===== config.mk =====
export PLATFORM = sky130hd
export DESIGN_NAME = frame_psnr_meter_core
export DESIGN_NICKNAME = d
export VERILOG_FILES = /design/src/sv/frpsnr_pkg.sv /design/src/sv/frpsnr_front.sv /design/src/sv/frpsnr_jobq.sv /design/src/sv/frpsnr_log2.sv /design/src/sv/frpsnr_back.sv /design/src/sv/frame_psnr_meter_core.sv
export SDC_FILE = /design/constraint.sdc
export NUM_CORES = 2
export LEC_CHECK = 0
export BUFFER_PORTS_ARGS = -buffer_cell sky130_fd_sc_hd__buf_2
export CAP_MARGIN = 0
export CORE_ASPECT_RATIO = 0.9
export CORE_MARGIN = 8
export CORE_UTILIZATION = 65
export CTS_BUF_LIST = sky130_fd_sc_hd__clkbuf_16
export DETAILED_ROUTE_END_ITERATION = 12
export PLACE_DENSITY = 0.82
export SYNTH_ARGS = -nofsm -noshare
export SYNTH_HDL_FRONTEND = slang
export SYNTH_SLANG_ARGS = --single-unit

===== constraint.sdc =====
create_clock -name clk_i -period 10.56 [get_ports clk_i]
set_input_delay 0 -clock clk_i [delete_from_list [all_inputs] [get_ports clk_i]]
set_output_delay 0 -clock clk_i [all_outputs]
set_load 0.005 [all_outputs]

===== src/sv/frpsnr_pkg.sv =====
// ----------------------------------------------------------------------------
// frpsnr_pkg
// Shared types and constants of the frame PSNR meter.
// ----------------------------------------------------------------------------
package frpsnr_pkg;

  localparam int ErrW = 56;
  localparam int LogFrac = 24;
  localparam int LogW = 30;
  localparam int CfgW = 13;
  localparam int SampleW = 16;
  localparam logic [31:0] TenLog10Two = 32'd3232284966;
  localparam logic [ErrW-1:0] ErrMax = {ErrW{1'b1}};

  localparam logic RegFrameWidth = 1'b0;
  localparam logic RegFrameHeight = 1'b1;

  typedef enum logic [2:0] {
    BK_IDLE,
    BK_LOGP,
    BK_LOGE,
    BK_MUL,
    BK_RND,
    BK_OUT
  } back_state_e;

  typedef enum logic [1:0] {
    LG_IDLE,
    LG_NORM,
    LG_SQ,
    LG_DONE
  } log_state_e;

  typedef struct packed {
    logic            done;
    logic [LogW-1:0] result;
  } log_status_t;

endpackage


===== src/sv/frpsnr_front.sv =====
// ----------------------------------------------------------------------------
// frpsnr_front
// Squares sample differences, accumulates the error sum and counts pixels;
// hands one job to the queue at the end of each frame.
// ----------------------------------------------------------------------------
module frpsnr_front #(
  parameter int SAMPLE_BITS = 16,
  parameter int PIX_W = 25
) (
  input  logic                         clk_i,
  input  logic                         rst_ni,
  input  logic                         accept_i,
  input  logic [frpsnr_pkg::SampleW-1:0] sample_a_i,
  input  logic [frpsnr_pkg::SampleW-1:0] sample_b_i,
  input  logic [PIX_W-1:0]             pixels_i,
  input  logic [1:0]                   jq_count_i,
  output logic                         full_o,
  output logic                         job_push_o,
  output logic [frpsnr_pkg::ErrW-1:0]  job_err_o,
  output logic [PIX_W-1:0]             job_pix_o
);

  localparam logic [frpsnr_pkg::SampleW-1:0] SMask =
    frpsnr_pkg::SampleW'((64'd1 << SAMPLE_BITS) - 64'd1);

  logic [frpsnr_pkg::SampleW-1:0] a_m, b_m, diff;
  logic [PIX_W-1:0] cnt_q, cnt_d, cnt_next;
  logic             last;
  logic [2*frpsnr_pkg::SampleW-1:0] sq_q;
  logic             s1_valid_q, s1_last_q;
  logic [PIX_W-1:0] s1_pix_q;
  logic [frpsnr_pkg::ErrW-1:0] err_q, err_d, err_sat;
  logic [frpsnr_pkg::ErrW:0]   err_sum;

  assign a_m = sample_a_i & SMask;
  assign b_m = sample_b_i & SMask;
  assign diff = (a_m >= b_m) ? (a_m - b_m) : (b_m - a_m);
  assign cnt_next = cnt_q + PIX_W'(1);
  assign last = cnt_next >= pixels_i;

  always_comb begin
    cnt_d = cnt_q;
    if (accept_i) begin
      cnt_d = last ? '0 : cnt_next;
    end
  end

  always_ff @(posedge clk_i or negedge rst_ni) begin
    if (!rst_ni) begin
      cnt_q <= '0;
      s1_valid_q <= 1'b0;
      s1_last_q <= 1'b0;
      err_q <= '0;
    end else begin
      cnt_q <= cnt_d;
      s1_valid_q <= accept_i;
      s1_last_q <= accept_i & last;
      err_q <= err_d;
    end
  end

  always_ff @(posedge clk_i) begin
    if (accept_i) begin
      sq_q <= diff * diff;
      s1_pix_q <= pixels_i;
    end
  end

  assign err_sum = {1'b0, err_q} + (frpsnr_pkg::ErrW + 1)'(sq_q);
  assign err_sat = err_sum[frpsnr_pkg::ErrW] ? frpsnr_pkg::ErrMax
                                             : err_sum[frpsnr_pkg::ErrW-1:0];

  always_comb begin
    err_d = err_q;
    if (s1_valid_q) begin
      err_d = s1_last_q ? '0 : err_sat;
    end
  end

  assign job_push_o = s1_valid_q & s1_last_q;
  assign job_err_o = err_sat;
  assign job_pix_o = s1_pix_q;
  assign full_o = (jq_count_i == 2'd2) || ((jq_count_i == 2'd1) && s1_valid_q && s1_last_q);

endmodule


===== src/sv/frpsnr_jobq.sv =====
// ----------------------------------------------------------------------------
// frpsnr_jobq
// Two-entry queue of finished frame totals between the front and back parts.
// ----------------------------------------------------------------------------
module frpsnr_jobq #(
  parameter int PIX_W = 25
) (
  input  logic                        clk_i,
  input  logic                        rst_ni,
  input  logic                        push_i,
  input  logic [frpsnr_pkg::ErrW-1:0] err_i,
  input  logic [PIX_W-1:0]            pix_i,
  input  logic                        pop_i,
  output logic [1:0]                  count_o,
  output logic [frpsnr_pkg::ErrW-1:0] err_o,
  output logic [PIX_W-1:0]            pix_o
);

  logic [frpsnr_pkg::ErrW-1:0] err_mem [2];
  logic [PIX_W-1:0]            pix_mem [2];
  logic       wr_q, rd_q;
  logic [1:0] cnt_q;

  always_ff @(posedge clk_i or negedge rst_ni) begin
    if (!rst_ni) begin
      wr_q <= 1'b0;
      rd_q <= 1'b0;
      cnt_q <= '0;
    end else begin
      if (push_i) begin
        wr_q <= ~wr_q;
      end
      if (pop_i) begin
        rd_q <= ~rd_q;
      end
      cnt_q <= cnt_q + 2'(push_i) - 2'(pop_i);
    end
  end

  always_ff @(posedge clk_i) begin
    if (push_i) begin
      err_mem[wr_q] <= err_i;
      pix_mem[wr_q] <= pix_i;
    end
  end

  assign count_o = cnt_q;
  assign err_o = err_mem[rd_q];
  assign pix_o = pix_mem[rd_q];

endmodule


===== src/sv/frpsnr_log2.sv =====
// ----------------------------------------------------------------------------
// frpsnr_log2
// Iterative base-two logarithm in Q.24: one normalising shift per cycle, then
// one mantissa squaring per cycle for each fraction bit.
// ----------------------------------------------------------------------------
module frpsnr_log2 (
  input  logic                     clk_i,
  input  logic                     rst_ni,
  input  logic                     start_i,
  input  logic [63:0]              x_i,
  output frpsnr_pkg::log_status_t  status_o
);

  frpsnr_pkg::log_state_e state_q, state_d;
  logic [63:0] x_q;
  logic [5:0]  e_q;
  logic [31:0] m_q;
  logic [frpsnr_pkg::LogFrac-1:0] r_q;
  logic [4:0]  i_q;
  logic [63:0] prod;

  assign prod = m_q * m_q;

  always_comb begin
    state_d = state_q;
    case (state_q)
      frpsnr_pkg::LG_IDLE: begin
        if (start_i) begin
          state_d = frpsnr_pkg::LG_NORM;
        end
      end
      frpsnr_pkg::LG_NORM: begin
        if (x_q[63]) begin
          state_d = frpsnr_pkg::LG_SQ;
        end
      end
      frpsnr_pkg::LG_SQ: begin
        if (i_q == 5'd0) begin
          state_d = frpsnr_pkg::LG_DONE;
        end
      end
      frpsnr_pkg::LG_DONE: begin
        if (start_i) begin
          state_d = frpsnr_pkg::LG_NORM;
        end else begin
          state_d = frpsnr_pkg::LG_IDLE;
        end
      end
      default: state_d = frpsnr_pkg::LG_IDLE;
    endcase
  end

  always_ff @(posedge clk_i or negedge rst_ni) begin
    if (!rst_ni) begin
      state_q <= frpsnr_pkg::LG_IDLE;
    end else begin
      state_q <= state_d;
    end
  end

  always_ff @(posedge clk_i) begin
    case (state_q)
      frpsnr_pkg::LG_IDLE, frpsnr_pkg::LG_DONE: begin
        x_q <= x_i;
        e_q <= 6'd63;
      end
      frpsnr_pkg::LG_NORM: begin
        if (x_q[63]) begin
          m_q <= x_q[63:32];
          i_q <= 5'(frpsnr_pkg::LogFrac - 1);
        end else begin
          x_q <= {x_q[62:0], 1'b0};
          e_q <= e_q - 6'd1;
        end
      end
      frpsnr_pkg::LG_SQ: begin
        m_q <= prod[63] ? prod[63:32] : prod[62:31];
        r_q <= {r_q[frpsnr_pkg::LogFrac-2:0], prod[63]};
        i_q <= i_q - 5'd1;
      end
      default: begin
      end
    endcase
  end

  assign status_o.done = (state_q == frpsnr_pkg::LG_DONE);
  assign status_o.result = {e_q, r_q};

endmodule


===== src/sv/frpsnr_back.sv =====
// ----------------------------------------------------------------------------
// frpsnr_back
// Turns one frame's error sum and pixel count into PSNR in Q8.8 dB and holds
// the result until it is taken.
// ----------------------------------------------------------------------------
module frpsnr_back #(
  parameter int SAMPLE_BITS = 16,
  parameter int PIX_W = 25
) (
  input  logic                        clk_i,
  input  logic                        rst_ni,
  input  logic                        job_valid_i,
  input  logic [frpsnr_pkg::ErrW-1:0] job_err_i,
  input  logic [PIX_W-1:0]            job_pix_i,
  output logic                        job_pop_o,
  input  logic                        pop_i,
  output logic                        empty_o,
  output logic [15:0]                 psnr_db_o,
  output logic                        is_infinite_o
);

  localparam logic [31:0] NumOffset = 32'((2 * SAMPLE_BITS) << frpsnr_pkg::LogFrac);

  frpsnr_pkg::back_state_e state_q, state_d;
  frpsnr_pkg::log_status_t lg_status;
  logic        lg_start;
  logic [63:0] lg_x;
  logic [frpsnr_pkg::ErrW-1:0] err_q;
  logic [frpsnr_pkg::LogW-1:0] logp_q;
  logic [31:0] num, diff_q;
  logic [63:0] prod_q;
  logic [17:0] rnd;
  logic [15:0] q_q;
  logic        inf_q;
  logic        res_valid_q, res_load;
  logic [15:0] res_psnr_q;
  logic        res_inf_q;

  frpsnr_log2 u_log2 (
    .clk_i   (clk_i),
    .rst_ni  (rst_ni),
    .start_i (lg_start),
    .x_i     (lg_x),
    .status_o(lg_status)
  );

  assign num = 32'(logp_q) + NumOffset;
  assign rnd = 18'((prod_q + (64'd1 << 45)) >> 46);

  always_comb begin
    state_d = state_q;
    lg_start = 1'b0;
    lg_x = 64'(job_pix_i);
    job_pop_o = 1'b0;
    res_load = 1'b0;
    case (state_q)
      frpsnr_pkg::BK_IDLE: begin
        if (job_valid_i) begin
          job_pop_o = 1'b1;
          if (job_err_i == '0) begin
            state_d = frpsnr_pkg::BK_OUT;
          end else begin
            lg_start = 1'b1;
            state_d = frpsnr_pkg::BK_LOGP;
          end
        end
      end
      frpsnr_pkg::BK_LOGP: begin
        lg_x = 64'(err_q);
        if (lg_status.done) begin
          lg_start = 1'b1;
          state_d = frpsnr_pkg::BK_LOGE;
        end
      end
      frpsnr_pkg::BK_LOGE: begin
        if (lg_status.done) begin
          state_d = (num <= 32'(lg_status.result)) ? frpsnr_pkg::BK_OUT
                                                   : frpsnr_pkg::BK_MUL;
        end
      end
      frpsnr_pkg::BK_MUL: state_d = frpsnr_pkg::BK_RND;
      frpsnr_pkg::BK_RND: state_d = frpsnr_pkg::BK_OUT;
      frpsnr_pkg::BK_OUT: begin
        if (!res_valid_q || pop_i) begin
          res_load = 1'b1;
          state_d = frpsnr_pkg::BK_IDLE;
        end
      end
      default: state_d = frpsnr_pkg::BK_IDLE;
    endcase
  end

  always_ff @(posedge clk_i or negedge rst_ni) begin
    if (!rst_ni) begin
      state_q <= frpsnr_pkg::BK_IDLE;
      res_valid_q <= 1'b0;
    end else begin
      state_q <= state_d;
      if (res_load) begin
        res_valid_q <= 1'b1;
      end else if (pop_i) begin
        res_valid_q <= 1'b0;
      end
    end
  end

  always_ff @(posedge clk_i) begin
    case (state_q)
      frpsnr_pkg::BK_IDLE: begin
        err_q <= job_err_i;
        q_q <= '0;
        inf_q <= (job_err_i == '0);
      end
      frpsnr_pkg::BK_LOGP: begin
        if (lg_status.done) begin
          logp_q <= lg_status.result;
        end
      end
      frpsnr_pkg::BK_LOGE: begin
        diff_q <= num - 32'(lg_status.result);
      end
      frpsnr_pkg::BK_MUL: begin
        prod_q <= 64'(diff_q) * 64'(frpsnr_pkg::TenLog10Two);
      end
      frpsnr_pkg::BK_RND: begin
        q_q <= (rnd > 18'd65535) ? 16'hFFFF : rnd[15:0];
      end
      default: begin
      end
    endcase
    if (res_load) begin
      res_psnr_q <= q_q;
      res_inf_q <= inf_q;
    end
  end

  assign empty_o = ~res_valid_q;
  assign psnr_db_o = res_psnr_q;
  assign is_infinite_o = res_inf_q;

endmodule


===== src/sv/frame_psnr_meter_core.sv =====
// ----------------------------------------------------------------------------
// frame_psnr_meter_core
// PSNR of two frames fed as co-located sample pairs in raster order.
//
//   Channel   Handshake           Payload
//   input     push / full         sample_a_i, sample_b_i
//   result    empty / pop         psnr_db_o, is_infinite_o
//   config    cfg_we_i            cfg_index_i, cfg_data_i
//
// One sample pair is taken per cycle while the frame job queue has room.
// At the end of a frame the back part runs the shared log unit twice, first
// on the pixel count, then on the error sum, unless the error sum is zero.
// Two finished frames may wait in the queue, so short frames stall push.
// Reset sets width and height to one and clears both accumulators.
// ----------------------------------------------------------------------------
module frame_psnr_meter_core #(
  parameter int MAX_WIDTH = 4096,
  parameter int MAX_HEIGHT = 4096,
  parameter int SAMPLE_BITS = 16
) (
  input  logic                           clk_i,
  input  logic                           rst_ni,
  input  logic                           push,
  output logic                           full,
  input  logic [frpsnr_pkg::SampleW-1:0] sample_a_i,
  input  logic [frpsnr_pkg::SampleW-1:0] sample_b_i,
  output logic                           empty,
  input  logic                           pop,
  output logic [15:0]                    psnr_db_o,
  output logic                           is_infinite_o,
  input  logic                           cfg_we_i,
  input  logic                           cfg_index_i,
  input  logic [frpsnr_pkg::CfgW-1:0]    cfg_data_i
);

  localparam int WdW = $clog2(MAX_WIDTH + 1);
  localparam int HtW = $clog2(MAX_HEIGHT + 1);
  localparam int PixW = $clog2(MAX_WIDTH * MAX_HEIGHT + 1);

  logic [frpsnr_pkg::CfgW-1:0] width_q, height_q;
  logic [WdW-1:0]  cw;
  logic [HtW-1:0]  ch;
  logic [PixW-1:0] pixels;
  logic            accept;
  logic [1:0]      jq_count;
  logic            job_push, job_pop;
  logic [frpsnr_pkg::ErrW-1:0] job_err, jq_err;
  logic [PixW-1:0] job_pix, jq_pix;

  always_ff @(posedge clk_i or negedge rst_ni) begin
    if (!rst_ni) begin
      width_q <= frpsnr_pkg::CfgW'(1);
      height_q <= frpsnr_pkg::CfgW'(1);
    end else if (cfg_we_i) begin
      if (cfg_index_i == frpsnr_pkg::RegFrameWidth) begin
        width_q <= cfg_data_i;
      end else begin
        height_q <= cfg_data_i;
      end
    end
  end

  always_comb begin
    if (width_q == '0) begin
      cw = WdW'(1);
    end else if (32'(width_q) > 32'(MAX_WIDTH)) begin
      cw = WdW'(MAX_WIDTH);
    end else begin
      cw = WdW'(width_q);
    end
    if (height_q == '0) begin
      ch = HtW'(1);
    end else if (32'(height_q) > 32'(MAX_HEIGHT)) begin
      ch = HtW'(MAX_HEIGHT);
    end else begin
      ch = HtW'(height_q);
    end
  end

  assign pixels = PixW'(cw * ch);
  assign accept = push & ~full;

  frpsnr_front #(
    .SAMPLE_BITS(SAMPLE_BITS),
    .PIX_W      (PixW)
  ) u_front (
    .clk_i     (clk_i),
    .rst_ni    (rst_ni),
    .accept_i  (accept),
    .sample_a_i(sample_a_i),
    .sample_b_i(sample_b_i),
    .pixels_i  (pixels),
    .jq_count_i(jq_count),
    .full_o    (full),
    .job_push_o(job_push),
    .job_err_o (job_err),
    .job_pix_o (job_pix)
  );

  frpsnr_jobq #(
    .PIX_W(PixW)
  ) u_jobq (
    .clk_i  (clk_i),
    .rst_ni (rst_ni),
    .push_i (job_push),
    .err_i  (job_err),
    .pix_i  (job_pix),
    .pop_i  (job_pop),
    .count_o(jq_count),
    .err_o  (jq_err),
    .pix_o  (jq_pix)
  );

  frpsnr_back #(
    .SAMPLE_BITS(SAMPLE_BITS),
    .PIX_W      (PixW)
  ) u_back (
    .clk_i        (clk_i),
    .rst_ni       (rst_ni),
    .job_valid_i  (jq_count != 2'd0),
    .job_err_i    (jq_err),
    .job_pix_i    (jq_pix),
    .job_pop_o    (job_pop),
    .pop_i        (pop),
    .empty_o      (empty),
    .psnr_db_o    (psnr_db_o),
    .is_infinite_o(is_infinite_o)
  );

endmodule

==> flow_metrics.tcl <==
set metrics [dict create \
    cp_data_arrival_time_ns 10.48 \
    yosysMostFrequentCell "inv_1" \
    grt.total_usage_pct 29.6 \
    root_buffer "clkbuf_16" \
    h-tree-depth 3 \
    cpPeakStageDelay_ns 1.18 \
    overflow 0 \
    report.final.setup_viol 0 \
    grtUsageMet2_pct 47.2 \
    global_route.usage.met1_pct 39.5 \
    antenna_found_initial 3 \
    synthXorXnorAreaFrac_pct 2.57 \
    yosysTopAreaCell "fa_1" \
    worstSkewPairLatency_ns 0.68 \
    synth_nets 10200 \
    postSynthCellCount 7955 \
    worstSetupPathType "flip-flop to flip-flop" \
    die-area_um2 137000 \
    finalCriticalPeriod_ns 10.13 \
    synth_compound_area_share_pct 6.90 \
    drt_iter0_drc 4688 \
    clock_path_buffers 3 \
    endpoint_kind "flip-flop" \
    status "finished, final reports clean" \
    gp_congestion 0.942 \
    cp_max_fo 24 \
    vias 56000 \
    synth_top_area_share_pct 32.3 \
    synth_area_per_cell_um2 10.3 \
    power_density_nw_per_um2 293 \
    core_area_um2 125000 \
    cts-resized-gates 0 \
    drt_pre_antenna_iters 6 \
    rsz0062_at_grt "no" \
    yosys_warnings 0 \
    synthArstFlopShare_pct 18.6 \
    worst_path_max_delay_cell "edfxtp_1" \
    synth-simple-area-share_pct 9.42 \
    met3_usage_pct 5.98 \
    synth.area.mux_share_pct 2.05 \
    synth_edf_count 520 \
    regArea_um2 18600 \
    fin_worst_skew_ns 0.0396 \
    drv_cap 0 \
    cts.clk_slew.worst_paths_ns 0.07 \
    clock-sinks 639 \
    fillCellCount 9118 \
    fin_setup_tns_ns 0 \
    hold_violations 0 \
    synth-adder-area-share_pct 46.4 \
    ys_seq_elements 639 \
    final_cell_area_um2 86900 \
    hpwl_um 160000 \
    slew_headroom_pct 15.2 \
    cts_buffers 71 \
    grt_busiest_layer "met2" \
    port_buffers 69 \
    start_util_pct 65.5 \
    leakage_nw 43.0 \
    wl_per_cell_um 20.5 \
    pre_cts_slack_ns 0.523 \
    post-route-drc-count 0 \
    irDropWorstVdd_v 0.00285 \
    synth_top_family_by_area "adder cells" \
    drive_gt1_share_pct 5.63 \
    ys.flop_type "edfxtp_1" \
    clock.fmax_mhz 98.7 \
    startpoint_type "flip-flop" \
    grt_start_max_net_pins 88 \
    cts_tree "yes" \
    routed_via_density 5.74 \
    multi_input_area_um2 55200 \
    die_x_um 390 \
    die-height_um 353 \
    crit_top_cell "fa_1" \
    placed_area_um2 84300 \
    setup_slack_ns 0.432 \
    worst_pin_slew_ns 1.27 \
    final_max_slew_viol_count 0 \
    min_path_type "primary input to flip-flop" \
    postRouteAntennaNets 0 \
    fp-row-count 123 \
    final_nets 10300 \
    routed_wl_um 199000 \
    mappedNetlistArea_um2 81800 \
    synth_cell_types 87 \
    grt_pass1_vias 60600 \
    yosysSeqAreaShare_pct 22.7 \
    fin_crit_sh_pct 95.9 \
    required_ns 10.91 \
    power_mw 25.5 \
    synthToLayoutAreaGrowth_pct 6.27 \
    ioPinCount 70 \
    synthTopCellsByArea "fa_1 (32%), edfxtp_1 (19%), ha_1 (14%)" \
    grt_pass1_wl_um 323000 \
    synthTopCellsByCount "inv_1 (1,918), fa_1 (1,318), ha_1 (924), nand2_1 (593), edfxtp_1 (520)" \
]
## registers in the layout, summed over array words and instances (netlist names), 2 cells and up
signal                 cells
u_back.u_log2.m_q         32
u_front.job_pix_o         25
width_q                   13
u_back.u_log2.state_q      2
u_jobq.err_mem           112
u_jobq.count_o             2
u_back.logp_q             30
u_jobq.pix_mem            50
u_back.prod_q             19
height_q                  13
u_front.cnt_q             25
u_back.q_q                16
u_back.diff_q             32
u_front.sq_q              31
u_front.err_q             56
u_back.psnr_db_o          16
u_back.u_log2.x_q         64
u_back.u_log2.i_q          5
u_back.u_log2.r_q         24
u_back.u_log2.e_q          6
u_back.state_q             3
u_back.err_q              56
## kinds of logic (layout without fill, tap and decap cells)
family,count (synthesis),after routing
and+or+nand+nor,1648,1648
muxes,155,155
buffers and inverters,2159,2257
xor gates and xnor gates,240,240
DFF,639,639
adders and majority gates,2242,2242
other,0,3
AOI/OAI and AO/OA,872,872
## path summary, 6_finish.rpt
check                                                start                              end  slack [ns]  depth (start not counted)
setup / recovery           u_back.u_log2.m_q[13]$_DFFE_PP_  u_back.u_log2.m_q[10]$_DFFE_PP_        0.43                         30
hold / removal                                    cfg_we_i           width_q[5]$_DFFE_PN0P_         0.1                          3
setup reg to reg           u_back.u_log2.m_q[13]$_DFFE_PP_  u_back.u_log2.m_q[10]$_DFFE_PP_        0.43                         30
hold reg to reg               u_back.q_q[14]$_SDFFCE_PN0P_   u_back.psnr_db_o[14]$_DFFE_PP_        0.42                          0
max in group asynchronous                           rst_ni    u_front.err_q[36]$_DFFE_PN0P_        9.28                          4
min in group asynchronous                           rst_ni   u_back.res_valid_q$_DFFE_PN0P_        0.33                          3
## metal layers
metal  wire (um)  vias to the layer above  part of all wire, %
met3       16300                      593                  8.2
met2       93000                     2307                   47
met4       10100                        4                  5.1
met1       80000                    28000                   40
met5          32                        -                0.016
li1            -                    25100                    -
## area by class of cell
| class | instances | share of cell area, % |
|---|---|---|
| repair buffers | 192 | 1.55 |
| diodes | 3 | 0.00864 |
| clock buffers | 73 | 2.10 |
| flip-flops and latches | 639 | 21.4 |
| multi-input cells | 5157 | 63.5 |
| clock inverters | 58 | 0.697 |
| inverters | 1934 | 8.35 |
| well taps | 1687 | 2.43 |
## stage by stage
stage	util (%)	instances	hold slack, ns
floorplan	-	7955	-0.296
global placement	67.4	9589	0.105
detailed placement	67.4	9589	0.121
CTS	69.5	9739	0.0355
global route	69.6	9740	0.0791
finish	69.6	9743	0.0982
## critical path, delay by kind of cell, from the launching register on
family	cells	cell delay [ns]
adders and majority gates	9	4.30
AOI/OAI and AO/OA	6	1.51
buffers and inverters	8	1.36
DFF	1	1.18
and+or+nand+nor	5	1.08
muxes	1	0.20
xor gates and xnor gates	1	0.13
## cell usage in the layout (no fill, tap or decap), types with 8 or more instances in the layout
cell type	n
xnor2_1	158
xor2_1	80
nor4_1	23
and4_1	9
bufinv_16	8
a21oi_1	267
nand2_1	593
a22o_1	62
mux2_2	95
o21a_1	37
nor3_1	57
nor2b_1	56
o21ai_0	171
clkbuf_16	73
mux2i_1	58
nand4_1	45
and2_1	236
edfxtp_1	520
o21bai_1	38
a211oi_1	18
a21o_1	122
a21boi_0	8
inv_2	9
o211ai_1	15
nor2_1	404
clkinv_1	19
fa_1	1318
o31ai_1	12
a31oi_1	34
buf_4	103
nand3_1	67
clkinv_2	12
or2_2	28
dlygate4sd3_1	18
and3_1	39
dfrtp_1	116
buf_2	68
nand2b_1	56
inv_1	1927
ha_1	923
## power by group
group	internal, mW	switching, mW	total, mW	leakage [nW]
Combinational	7.96	10.8	18.8	35.3
Clock	1.48	1.11	2.59	1.21
Sequential	3.99	0.136	4.13	6.48
Total	13.4	12.0	25.5	43.0
## timing repair
item / 4_1_cts / 5_1_grt
hold buffers: 19 / 0
buffers inserted: 0 / 1
endpoints found under the hold margin: 116 / 0
endpoints found under the setup margin: 0 / 6
No activity file was read; power rests on OpenSTA's default activity.
